## config.mk

```make
export PLATFORM = sky130hd
export DESIGN_NAME = gprd_trigger_lane
export DESIGN_NICKNAME = d
export VERILOG_FILES = /design/src/gprd_pkg.sv /design/src/gprd_div.sv /design/src/gprd_trigger_lane.sv
export SDC_FILE = /design/constraint.sdc
export NUM_CORES = 1
export LEC_CHECK = 0
export BUFFER_PORTS_ARGS = -buffer_cell sky130_fd_sc_hd__buf_2
export CAP_MARGIN = 15
export CORE_MARGIN = 2
export CORE_UTILIZATION = 45
export CTS_CLUSTER_SIZE = 16
export DETAILED_ROUTE_END_ITERATION = 10
export GPL_ROUTABILITY_DRIVEN = 0
export HOLD_SLACK_MARGIN = 0.08
export SLEW_MARGIN = 40
export SYNTH_ARGS = -nofsm -noshare
export SYNTH_HDL_FRONTEND = slang
export SYNTH_SLANG_ARGS = --single-unit
```

## constraint.sdc

```tcl
create_clock -name clk -period 3.41 [get_ports clk]
set_clock_uncertainty 0.2 [all_clocks]
set_input_delay 0.341 -clock clk [delete_from_list [all_inputs] [get_ports clk]]
set_output_delay 0.341 -clock clk [all_outputs]
set_load 0.05 [all_outputs]
```

## src/gprd_pkg.sv

```systemverilog
`timescale 1ns / 1ps
`default_nettype none
package gprd_pkg;

  localparam int SQRT_STAGES = 16;
  localparam int DIV_STAGES  = 16;
  localparam int DIV_W       = 32;
  localparam int Q_BITS      = 15;
  localparam int STICK_FRONT = 4 + SQRT_STAGES;
  localparam int TRIG_PAD    = STICK_FRONT - 1;
  localparam int LANE_LAT    = STICK_FRONT + DIV_STAGES + 1;
  localparam int TOTAL_LAT   = LANE_LAT + 2;

  localparam int ADDR_W = 5;

  typedef enum logic [2:0] {
    REG_LEFT_DEAD_ZONE   = 3'd0,
    REG_LEFT_RADIUS      = 3'd1,
    REG_RIGHT_DEAD_ZONE  = 3'd2,
    REG_RIGHT_RADIUS     = 3'd3,
    REG_LEFT_THRESHOLD   = 3'd4,
    REG_RIGHT_THRESHOLD  = 3'd5
  } cfg_idx_t;

  localparam logic [14:0] RST_LEFT_DEAD_ZONE  = 15'd7849;
  localparam logic [15:0] RST_LEFT_RADIUS     = 16'd32767;
  localparam logic [14:0] RST_RIGHT_DEAD_ZONE = 15'd8689;
  localparam logic [15:0] RST_RIGHT_RADIUS    = 16'd32767;
  localparam logic [7:0]  RST_THRESHOLD       = 8'd30;
  localparam logic [7:0]  TRIGGER_FULL        = 8'd255;
  localparam logic [Q_BITS-1:0] Q15_MAX       = 15'h7fff;

endpackage
`default_nettype wire

```

## src/gprd_div.sv

```systemverilog
`timescale 1ns / 1ps
`default_nettype none
module gprd_div (
  input  logic                        clk,
  input  logic [gprd_pkg::DIV_W-1:0]  num,
  input  logic [gprd_pkg::DIV_W-1:0]  den,
  output logic [gprd_pkg::Q_BITS-1:0] quo,
  output logic                        sat
);

  localparam int N = gprd_pkg::DIV_STAGES;
  localparam int W = gprd_pkg::DIV_W;
  localparam int Q = gprd_pkg::Q_BITS;

  logic [W-1:0] rem [0:N-1];
  logic [W-1:0] dv  [0:N-1];
  logic [Q-1:0] q   [0:N-1];
  logic         sf  [0:N-1];

  always_ff @(posedge clk) begin
    rem[0] <= num;
    dv[0]  <= den;
    sf[0]  <= num >= den;
    q[0]   <= '0;
  end

  for (genvar k = 1; k < N; k++) begin : g_step
    logic [W:0] r2;
    logic [W:0] diff;
    logic       ge;
    always_comb begin
      r2   = {rem[k-1], 1'b0};
      ge   = r2 >= {1'b0, dv[k-1]};
      diff = r2 - {1'b0, dv[k-1]};
    end
    always_ff @(posedge clk) begin
      rem[k] <= ge ? diff[W-1:0] : r2[W-1:0];
      dv[k]  <= dv[k-1];
      sf[k]  <= sf[k-1];
      q[k]   <= {q[k-1][Q-2:0], ge};
    end
  end

  assign quo = q[N-1];
  assign sat = sf[N-1];

endmodule
`default_nettype wire

```

## src/gprd_trigger_lane.sv

```systemverilog
`timescale 1ns / 1ps
`default_nettype none
module gprd_trigger_lane (
  input  logic        clk,
  input  logic [7:0]  pull,
  input  logic [7:0]  threshold,
  output logic [14:0] pull_out
);

  localparam int P = gprd_pkg::TRIG_PAD;
  localparam int D = gprd_pkg::DIV_STAGES;

  logic [7:0] an [0:P];
  logic [7:0] dn [0:P];
  logic       zf [0:P+D];

  always_ff @(posedge clk) begin
    an[0] <= (pull > threshold) ? 8'(pull - threshold) : 8'd0;
    dn[0] <= 8'(gprd_pkg::TRIGGER_FULL - threshold);
    zf[0] <= pull <= threshold;
  end

  for (genvar k = 0; k < P; k++) begin : g_pad
    always_ff @(posedge clk) begin
      an[k+1] <= an[k];
      dn[k+1] <= dn[k];
    end
  end

  for (genvar k = 0; k < P + D; k++) begin : g_flag
    always_ff @(posedge clk) begin
      zf[k+1] <= zf[k];
    end
  end

  logic [gprd_pkg::Q_BITS-1:0] q;
  logic                        sat;

  gprd_div u_div (
    .clk (clk),
    .num ({24'd0, an[P]}),
    .den ({24'd0, dn[P]}),
    .quo (q),
    .sat (sat)
  );

  always_ff @(posedge clk) begin
    pull_out <= zf[P+D] ? 15'd0 : (sat ? gprd_pkg::Q15_MAX : q);
  end

endmodule
`default_nettype wire

```

### After elaboration in Yosys (flattened, before gate mapping)

Memories as Yosys holds them, arrays and structs flattened.
Cells that the tools add are included.

| word-level totals | value |
|---|---|
| flip-flop bits (word level) | 15 |
| RAM bits | 1636 |
| input port bits | 17 |
| logic and storage cells | 60 |
| memories kept | 7 |

Memory list:

| memory | words | width | read ports | clocked after memory_dff | write ports | RTL line | source |
|---|---|---|---|---|---|---|---|
| u_div.dv | 16 | 32 | 15 | 0 | 16 | gprd_div.sv:16 | `logic [W-1:0] dv [0:N-1];` |
| u_div.rem | 16 | 32 | 15 | 0 | 16 | gprd_div.sv:15 | `logic [W-1:0] rem [0:N-1];` |
| u_div.q | 16 | 15 | 16 | 0 | 16 | gprd_div.sv:17 | `logic [Q-1:0] q [0:N-1];` |
| an | 20 | 8 | 20 | 0 | 20 | gprd_trigger_lane.sv:13 | `logic [7:0] an [0:P];` |
| dn | 20 | 8 | 20 | 0 | 20 | gprd_trigger_lane.sv:14 | `logic [7:0] dn [0:P];` |
| zf | 36 | 1 | 36 | 0 | 36 | gprd_trigger_lane.sv:15 | `logic zf [0:P+D];` |
| +1 memories | - | - | - | - | - | - |  |

| operators by class | value |
|---|---|
| add/subtract/negate cells | 17 |
| magnitude comparators | 18 |
| mux-type cells | 17 |

Operators with widths:

| kind | number |
|---|---|
| $ge 33x32->1 | 15 |
| $mux 32 | 15 |
| $sub 32x32->32 | 15 |
| $mux 15 | 1 |
| $ge 8x8->1 | 1 |
| $gt 8x8->1 | 1 |
| $le 8x8->1 | 1 |
| $mux 8 | 1 |
| $sub 8x8->8 | 1 |
| $sub 8x8->8 const A | 1 |

### Logic depth before layout (Yosys ltp)

Gate-level depths: netlist of run 1.
An unclocked memory read counts as a cell.

| logic depth | value |
|---|---|
| word-level depth | 3 |
| mapped depth | 12 |
| depth with buffers taken out | 12 |

### By module

A second synthesis of run 1 with hierarchy kept.

| second synthesis, totals | value |
|---|---|
| cells, all modules | 6081 |
| area total of the unflattened synthesis | 60309.1 um^2 |

Modules (own cells, without submodules):

| module | times used | cells an instance | area each (um^2) | sequential area each (um^2) |
|---|---|---|---|---|
| gprd_div | 1 | 5618 | 52351.5 | 21941.0 |
| gprd_trigger_lane | 1 | 463 | 7957.6 | 7427.1 |

### Worst setup path before layout of run 1

OpenSTA, ideal clock, no wires.

| timing | value |
|---|---|
| kind | flip-flop to flip-flop |
| start point | memory u_div.rem[11][11] (netlist name) |
| end point | memory u_div.rem[12][29] (netlist name) |
| library setup time | 0.072 ns |
| arrival | 2.765 ns |
| slack | 0.373 ns |
| cell stages (with the launch flop) | 10 |
| clock period less this slack | 3.037 ns |
| cells stage by stage | dfxtp_1 > or4_4 > or3_4 > or4_1 > buf_2 > o211ai_2 > or3b_1 > buf_2 > nor4_4 > xor2_1 |

RTL lines:

| item | RTL line |
|---|---|
| from (decl) | gprd_div.sv:15 |

==> run metrics, run 1 <==
main combinational cell family by area after synthesis=simple AND/OR/NAND/NOR gates; Max-Slew Margin vs Limit=50.8%; vias in the first global route=21900; Vias/cell=4.96; fraction of registers with async set/reset=0%; number of synthesized flops with an enable pin=0; Tot GR Track Use=16.8%; maximum VDD drop=0.602 mV; clock tree buffer depth=3; simple-gate share of the synthesized area=between 10% and 20%; Endpoint, Worst Hold=u_div.q[10][2]; IO Count=32; Max Cap Viol=0; fin crit period=3.24 ns; Row Count=102; Final period util=94.9%; hold_sp=u_div.q[9][1]; CP Capture Type=register; clk root buf=clkbuf_16; core area=77200 µm²; max-slew violations=0; DR DRC count=0; r2r endpoint=u_div.rem[7][28]; Critical Path RT=3.75 ns; Setup Buffers After CTS=0; Layout area overhead=15.9%; switching portion of total power=30.6%; htree depth=3; Reg2Reg Depth=7; Sink Count=1068; worst r2r src=u_div.rem[6][17]; largest net degree at the start of global routing=21; Synth Area in XOR/XNOR=under 10%; crit path kind=reg2reg; Fillers=between 6000 and 7000; HPWL Detailed=49000 µm; vias=22000; outcome=completed; Iter 0 DRT Violations=1137; first-pass GRT wire length=about 110000 µm; Netlist Area Pre-Place=35000 µm²; R2R setup slack=approximately 0.17 ns; Num CTS Buffers=103; post-DR wirelength/cell=15.0 µm; setup TNS=0 ns; Antenna Cells=0; GRT overflow=0; top area cells in the synthesized netlist=dfxtp_1, xor2_1, ha_1, xnor2_1, nor2_1; dpl cell area=36500 µm²; number of synthesized register bits=1068; yosys warns=0; Synth Area in Compound Gates=between 6 and 7%; worst-path fanout max=6; library cells used by synthesis=73; Sequential Power Share=47.1%; Initial Util=45.3%; top-count cell post-synth=dfxtp_1; Main synth FF type=dfxtp_1; Routed Antenna Nets=0; Logic pwr share=21.7%; initial antenna violation count=1; Synth Area per Inst=around 11 µm²; hold crit path type=reg2reg; DRT Pass-1 Iters=6; Final Hold Viols=0; Mapped Cells=3160; CP arrival=3.58 ns; clock-pin transition on the worst setup and hold timing paths=~0.06 ns; mux cell area share after synthesis=0.676%; Least-Margin Pin Slew=0.733 ns; clock share of power=31.2%; clk_lat worst skew=0.67 ns; CTS tree=built; layout cells sized above 1=8.95%; final WL=~67000 µm; Static Leakage=around 17 nW; fin area=about 41000 µm²; sequential area share after synthesis=61.1%; Pint=26.7 mW; Min Hold Slack=0.0879 ns; DIE AREA=79900 µm²; pwr/cell area=950 nW/µm²; Startpoint Class=register; Hold Path Cell Cnt=0; die width=about 280 µm; RSZ-0062 raised after global routing=false; Net Sw Power=11.8 mW; post-synth top area share=61.1%; post-synth net total=3328; Max Fclk=309 MHz; Final setup violation count=0; CP Launch Point=u_div.rem[6][17]; IO buf count=31; Synth top cells by count=dfxtp_1, nor2_1, xor2_1; Die Y=283 µm; fin nets=around 3500; dominant cell type by area after synthesis=dfxtp_1; adder-cell share of the synthesized area=under 10%
-- metal layers --
layer | track usage (%) | vias up | routed length, µm
li1 | - | 11100 | -
met1 | 21.3 | 10400 | 30200
met2 | 28.6 | 462 | 32000
met3 | 2.80 | 149 | 2590
met4 | 6.01 | 0 | 1850
met5 | 0 | - | 0
-- worst max-delay path, cell delays in order, from the launching register on --
cell and delay [ns]:
dfxtp_1 0.32, or3_1 0.40, or3_1 0.38, nor3_1 0.38, a41oi_1 0.37, a311oi_1 0.73
nand3_1 0.18, xnor2_1 0.15
-- logic make-up (layout without fill, tap and decap cells) --
family,count (synthesis),in the layout
DFF,1068,1068
xor gates and xnor gates,337,337
muxes,21,21
AOI/OAI and AO/OA,370,370
and+or+nand+nor,993,993
adders and majority gates,151,151
buffers and inverters,220,456
-- worst max path at each step --
stage | to | slack, ns | cells after the start
after floorplan | u_div.rem[12][29] | 0.37 | 9
after global placement | u_div.rem[10][20] | 0.32 | 9
after detailed placement | u_div.rem[10][20] | 0.20 | 9
after CTS | u_div.rem[10][20] | 0.19 | 9
after global routing | u_div.rem[7][30] | 0.005 | 7
final | u_div.rem[7][28] | 0.17 | 7
-- through the flow --
| step | util [%] | setup slack (ns) | cells | total power, mW |
|---|---|---|---|---|
| 6_report | 52.5 | 0.175 | 4436 | 38.5 |
| 5_1_grt | 52.5 | 0.00526 | 4436 | 40.7 |
| 3_5_place_dp | 47.3 | 0.203 | 4222 | 26.6 |
| 3_3_place_gp | 47.3 | 0.316 | 4222 | 26.4 |
| 2_1_floorplan | - | 0.373 | 3160 | 23.9 |
| 4_1_cts | 52.5 | 0.194 | 4436 | 38.9 |
-- state kept, by name, summed over array words and instances (netlist names) --
signal / flops
an: 160
dn: 160
u_div.dv: 120
u_div.rem: 441
u_div.q: 120
zf: 36
u_div.sf: 16
pull_out: 15
-- what timing repair did --
item | in CTS | in global routing
endpoints found under the hold margin | 19 | 0
setup endpoints to repair | 0 | 5
hold buffers | 24 | 0
gates resized for setup | 0 | 3
-- layout make-up --
type / instances / area [µm²] / share of cell area [%]
flip-flops and latches: 1068 / 21400 / 52.8
multi-input cells: 1872 / 12800 / 31.5
clock buffers: 144 / 2990 / 7.38
well taps: 1040 / 1300 / 3.21
clock inverters: 46 / 773 / 1.91
inverters: 180 / 676 / 1.67
repair buffers: 86 / 628 / 1.55
-- power by group through the flow --
stage / Combinational (mW) / Sequential [mW] / Clock [mW]
6_report: 8.35 / 18.1 / 12.0
5_1_grt: 9.34 / 18.5 / 12.9
4_1_cts: 8.36 / 18.1 / 12.4
3_5_place_dp: 8.26 / 18.4 / 0
3_3_place_gp: 8.05 / 18.3 / 0
2_1_floorplan: 6.39 / 17.5 / 0
-- cells in the final DEF, fill, tap and decap left out, types with 38 or more instances in the layout --
master        n
a21oi_1      84
clkbuf_16   103
dfxtp_1    1068
ha_1        136
inv_1       180
nand2_1     154
nand2b_1     57
nand3_1      49
nor2_1      252
nor3_1      120
nor4_1       85
o21a_1       38
o21ai_0     114
or3_1        55
or4_1        56
xnor2_1     124
xor2_1      213
(Power assumes the default switching activity.)
==> inputs of run 2 (changes only) <==
--- a/config.mk
+++ b/config.mk
@@ -5,12 +5,12 @@
 export SDC_FILE = /design/constraint.sdc
 export NUM_CORES = 1
 export LEC_CHECK = 0
-export BUFFER_PORTS_ARGS = -buffer_cell sky130_fd_sc_hd__buf_2
 export CAP_MARGIN = 15
 export CORE_MARGIN = 2
 export CORE_UTILIZATION = 45
 export CTS_CLUSTER_SIZE = 16
 export DETAILED_ROUTE_END_ITERATION = 10
+export DONT_BUFFER_PORTS = 1
 export GPL_ROUTABILITY_DRIVEN = 0
 export HOLD_SLACK_MARGIN = 0.08
 export SLEW_MARGIN = 40
==> run 2 against run 1 <==
  * Hold slack gained 0.0076 ns
  * Sequential power about the same
  * Count of clock-buffer cells in the layout decreased by 16
  * Wire length hardly changed
  * Sequential share of layout area up 0.10 points
  * Clock power barely moved
  * Fmax rose by 0.59%
  * Core utilization shrank 0.10 points
  * Flip-flop and latch count unchanged
  * Cell area shrank 0.19%
  * Non-clock buffer count shrank 24
  * Setup slack gained 0.019 ns
==> run metrics, run 2 (synthesis results as in run 1) <==
fin nets=3454 (was 3479); post-DR wirelength/cell=15.1 µm (was 15.0 µm); clk root buf=clkbuf_16 (unchanged); crit path kind=reg2reg (unchanged); largest net degree at the start of global routing=21 (unchanged); GRT overflow=0 (unchanged); vias=22000 (about the same); vias in the first global route=21900 (about the same); DR DRC count=0 (unchanged); Critical Path RT=3.76 ns (was 3.75 ns); final WL=66500 µm (was 66600 µm); CP arrival=3.56 ns (was 3.58 ns); die width=283 µm (unchanged); Fillers=6699 (was 6665); layout cells sized above 1=8.39% (was 8.95%); outcome=completed (unchanged); RSZ-0062 raised after global routing=false (unchanged); fin crit period=3.22 ns (was 3.24 ns); crit-path cells=or4_4, or3_4, or4_1, o211ai_2, or3b_1, nor4_4, xor2_1 (was or3_1, or3_1, nor3_1, a41oi_1, a311oi_1, nand3_1, xnor2_1); Final period util=94.3% (was 94.9%); setup TNS=0 ns (unchanged); IO Count=32 (unchanged); worst r2r src=u_div.rem[11][11] (was u_div.rem[6][17]); r2r endpoint=u_div.rem[12][29] (was u_div.rem[7][28]); Max Fclk=311 MHz (was 309 MHz); DIE AREA=79900 µm² (unchanged); Top Usage Layer GRT=met2 (unchanged); Hold Path Cell Cnt=0 (unchanged); Initial Util=45.3% (unchanged); initial antenna violation count=1 (unchanged); commonest non-fill, non-tap cells in the layout=dfxtp_1, nor2_1, xor2_1 (unchanged); Multi-input gate area=12800 µm² (about the same); Max Cap Viol=0 (unchanged); slowest CP cell=or4_4 (was a311oi_1); Endpoint, Worst Hold=an[4][31] (was u_div.q[10][2]); HPWL Detailed=48800 µm (was 49000 µm); met3 GRT Util=2.81% (was 2.80%); Storage cell area=21400 µm² (unchanged); Num CTS Buffers=102 (was 103); Iter 0 DRT Violations=1182 (was 1137); Antenna Cells=0 (unchanged); Reg2Reg Depth=7 (unchanged); R2R setup slack=0.19 ns (was 0.17 ns); Max-Slew Margin vs Limit=49.2% (was 50.8%); hold crit path type=reg2reg (unchanged); hold_sp=an[4][23] (was u_div.q[9][1]); Row Count=102 (unchanged); max-slew violations=0 (unchanged); most common cell after layout, fill and taps aside=dfxtp_1 (unchanged); IO buf count=0 (was 31); Largest Register=u_div.rem (unchanged); met1 GRT Util=21.1% (was 21.3%); Layout area overhead=15.7% (was 15.9%); htree depth=3 (unchanged); Largest register FFs=441 (unchanged); biggest regs=u_div.rem: 441 flops, an: 160 flops, dn: 160 flops (unchanged); Sink Count=1068 (unchanged); Final setup violation count=0 (unchanged); DRT Pass-1 Iters=5 (was 6); clk_lat worst skew=0.67 ns (about the same); CP Capture Type=register (unchanged); Worst path max stage delay=0.56 ns (was 0.73 ns); pwr/cell area=951 nW/µm² (was 950 nW/µm²); final core occ=52.4% (was 52.5%); Die Y=283 µm (unchanged); Tot GR Track Use=16.7% (was 16.8%); Least-Margin Pin Slew=0.762 ns (was 0.733 ns); clock-pin transition on the worst setup and hold timing paths=0.06 ns (about the same); met2 GRT Util=28.5% (was 28.6%); worst-path fanout max=7 (was 6); Startpoint Class=register (unchanged); maximum VDD drop=0.536 mV (was 0.602 mV); first-pass GRT wire length=109000 µm (about the same); clock tree buffer depth=3 (unchanged); Vias/cell=4.98 (was 4.96); core area=77200 µm² (unchanged); Final Hold Viols=0 (unchanged); Routed Antenna Nets=0 (unchanged); CTS tree=built (unchanged); Static Leakage=17.3 nW (was 17.4 nW)
## run 2: cell types whose count changed in the layout (fill, tap and decap cells not counted), sizes merged
| cell | before | now |
|---|---|---|
| buf | 62 | 31 |
| clkbuf | 144 | 128 |
| clkinv | 27 | 37 |
| dlygate4sd3 | 24 | 31 |
| clkinvlp | 3 | 8 |
| bufinv | 14 | 16 |
| inv | 182 | 184 |
## run 2: worst max-delay path by stage
stage,cells past startpoint,slack (ns),endpoint,from
after floorplan,9,0.37,u_div.rem[12][29],u_div.rem[11][11]
after global placement,7,0.24,u_div.rem[7][28],u_div.rem[6][17]
after detailed placement,7,0.18,u_div.rem[7][28],u_div.rem[6][17]
after CTS,7,0.15,u_div.rem[7][28],u_div.rem[6][17]
after global routing,9,0.04,u_div.rem[10][20],u_div.dv[2][38]
final,7,0.19,u_div.rem[12][29],u_div.rem[11][11]
## run 2: where the power goes
| part | internal (mW) | total (mW) | switching, mW |
|---|---|---|---|
| logic | 3.80 | 8.24 | 4.44 |
| registers | 15.6 | 18.2 | 2.58 |
| clock network | 7.18 | 12.0 | 4.85 |
## run 2: worst max-delay path: cells and delay by family (launching register included)
| family | cells | cell delay [ns] |
|---|---|---|
| AOI/OAI and AO/OA | 1 | 0.29 |
| xor gates and xnor gates | 1 | 0.18 |
| DFF | 1 | 0.33 |
| and+or+nand+nor | 5 | 2.16 |
## run 2: routing by layer
layer,wire length [µm],vias to the layer above
li1,-,11000
met1,29900,10300
met2,31500,522
met3,2900,152
met4,2250,0
met5,0,-
## run 2: cell type report
cell class | instances | area share [%]
clock buffers | 128 | 6.97
clock inverters | 65 | 2.34
inverters | 180 | 1.67
multi-input cells | 1872 | 31.6
flip-flops and latches | 1068 | 52.9
well taps | 1040 | 3.22
repair buffers | 62 | 1.34
## run 2: per-stage QoR
step	power (mW)	cells	area, µm²	hold slack (ns)	setup WS (ns)
2_1_floorplan	23.9	3160	35000	0.110	0.373
3_3_place_gp	26.3	4191	36300	0.110	0.240
3_5_place_dp	26.6	4191	36300	0.112	0.177
4_1_cts	38.8	4415	40400	0.0993	0.152
5_1_grt	40.6	4415	40500	0.100	0.0373
6_report	38.5	4415	40500	0.0955	0.193
## run 2: timing repair
item	4_1_cts	5_1_grt
endpoints found under the setup margin	0	17
hold endpoints to repair	17	0
buffers inserted	0	0
gates resized for setup	0	3
hold buffers	31	0
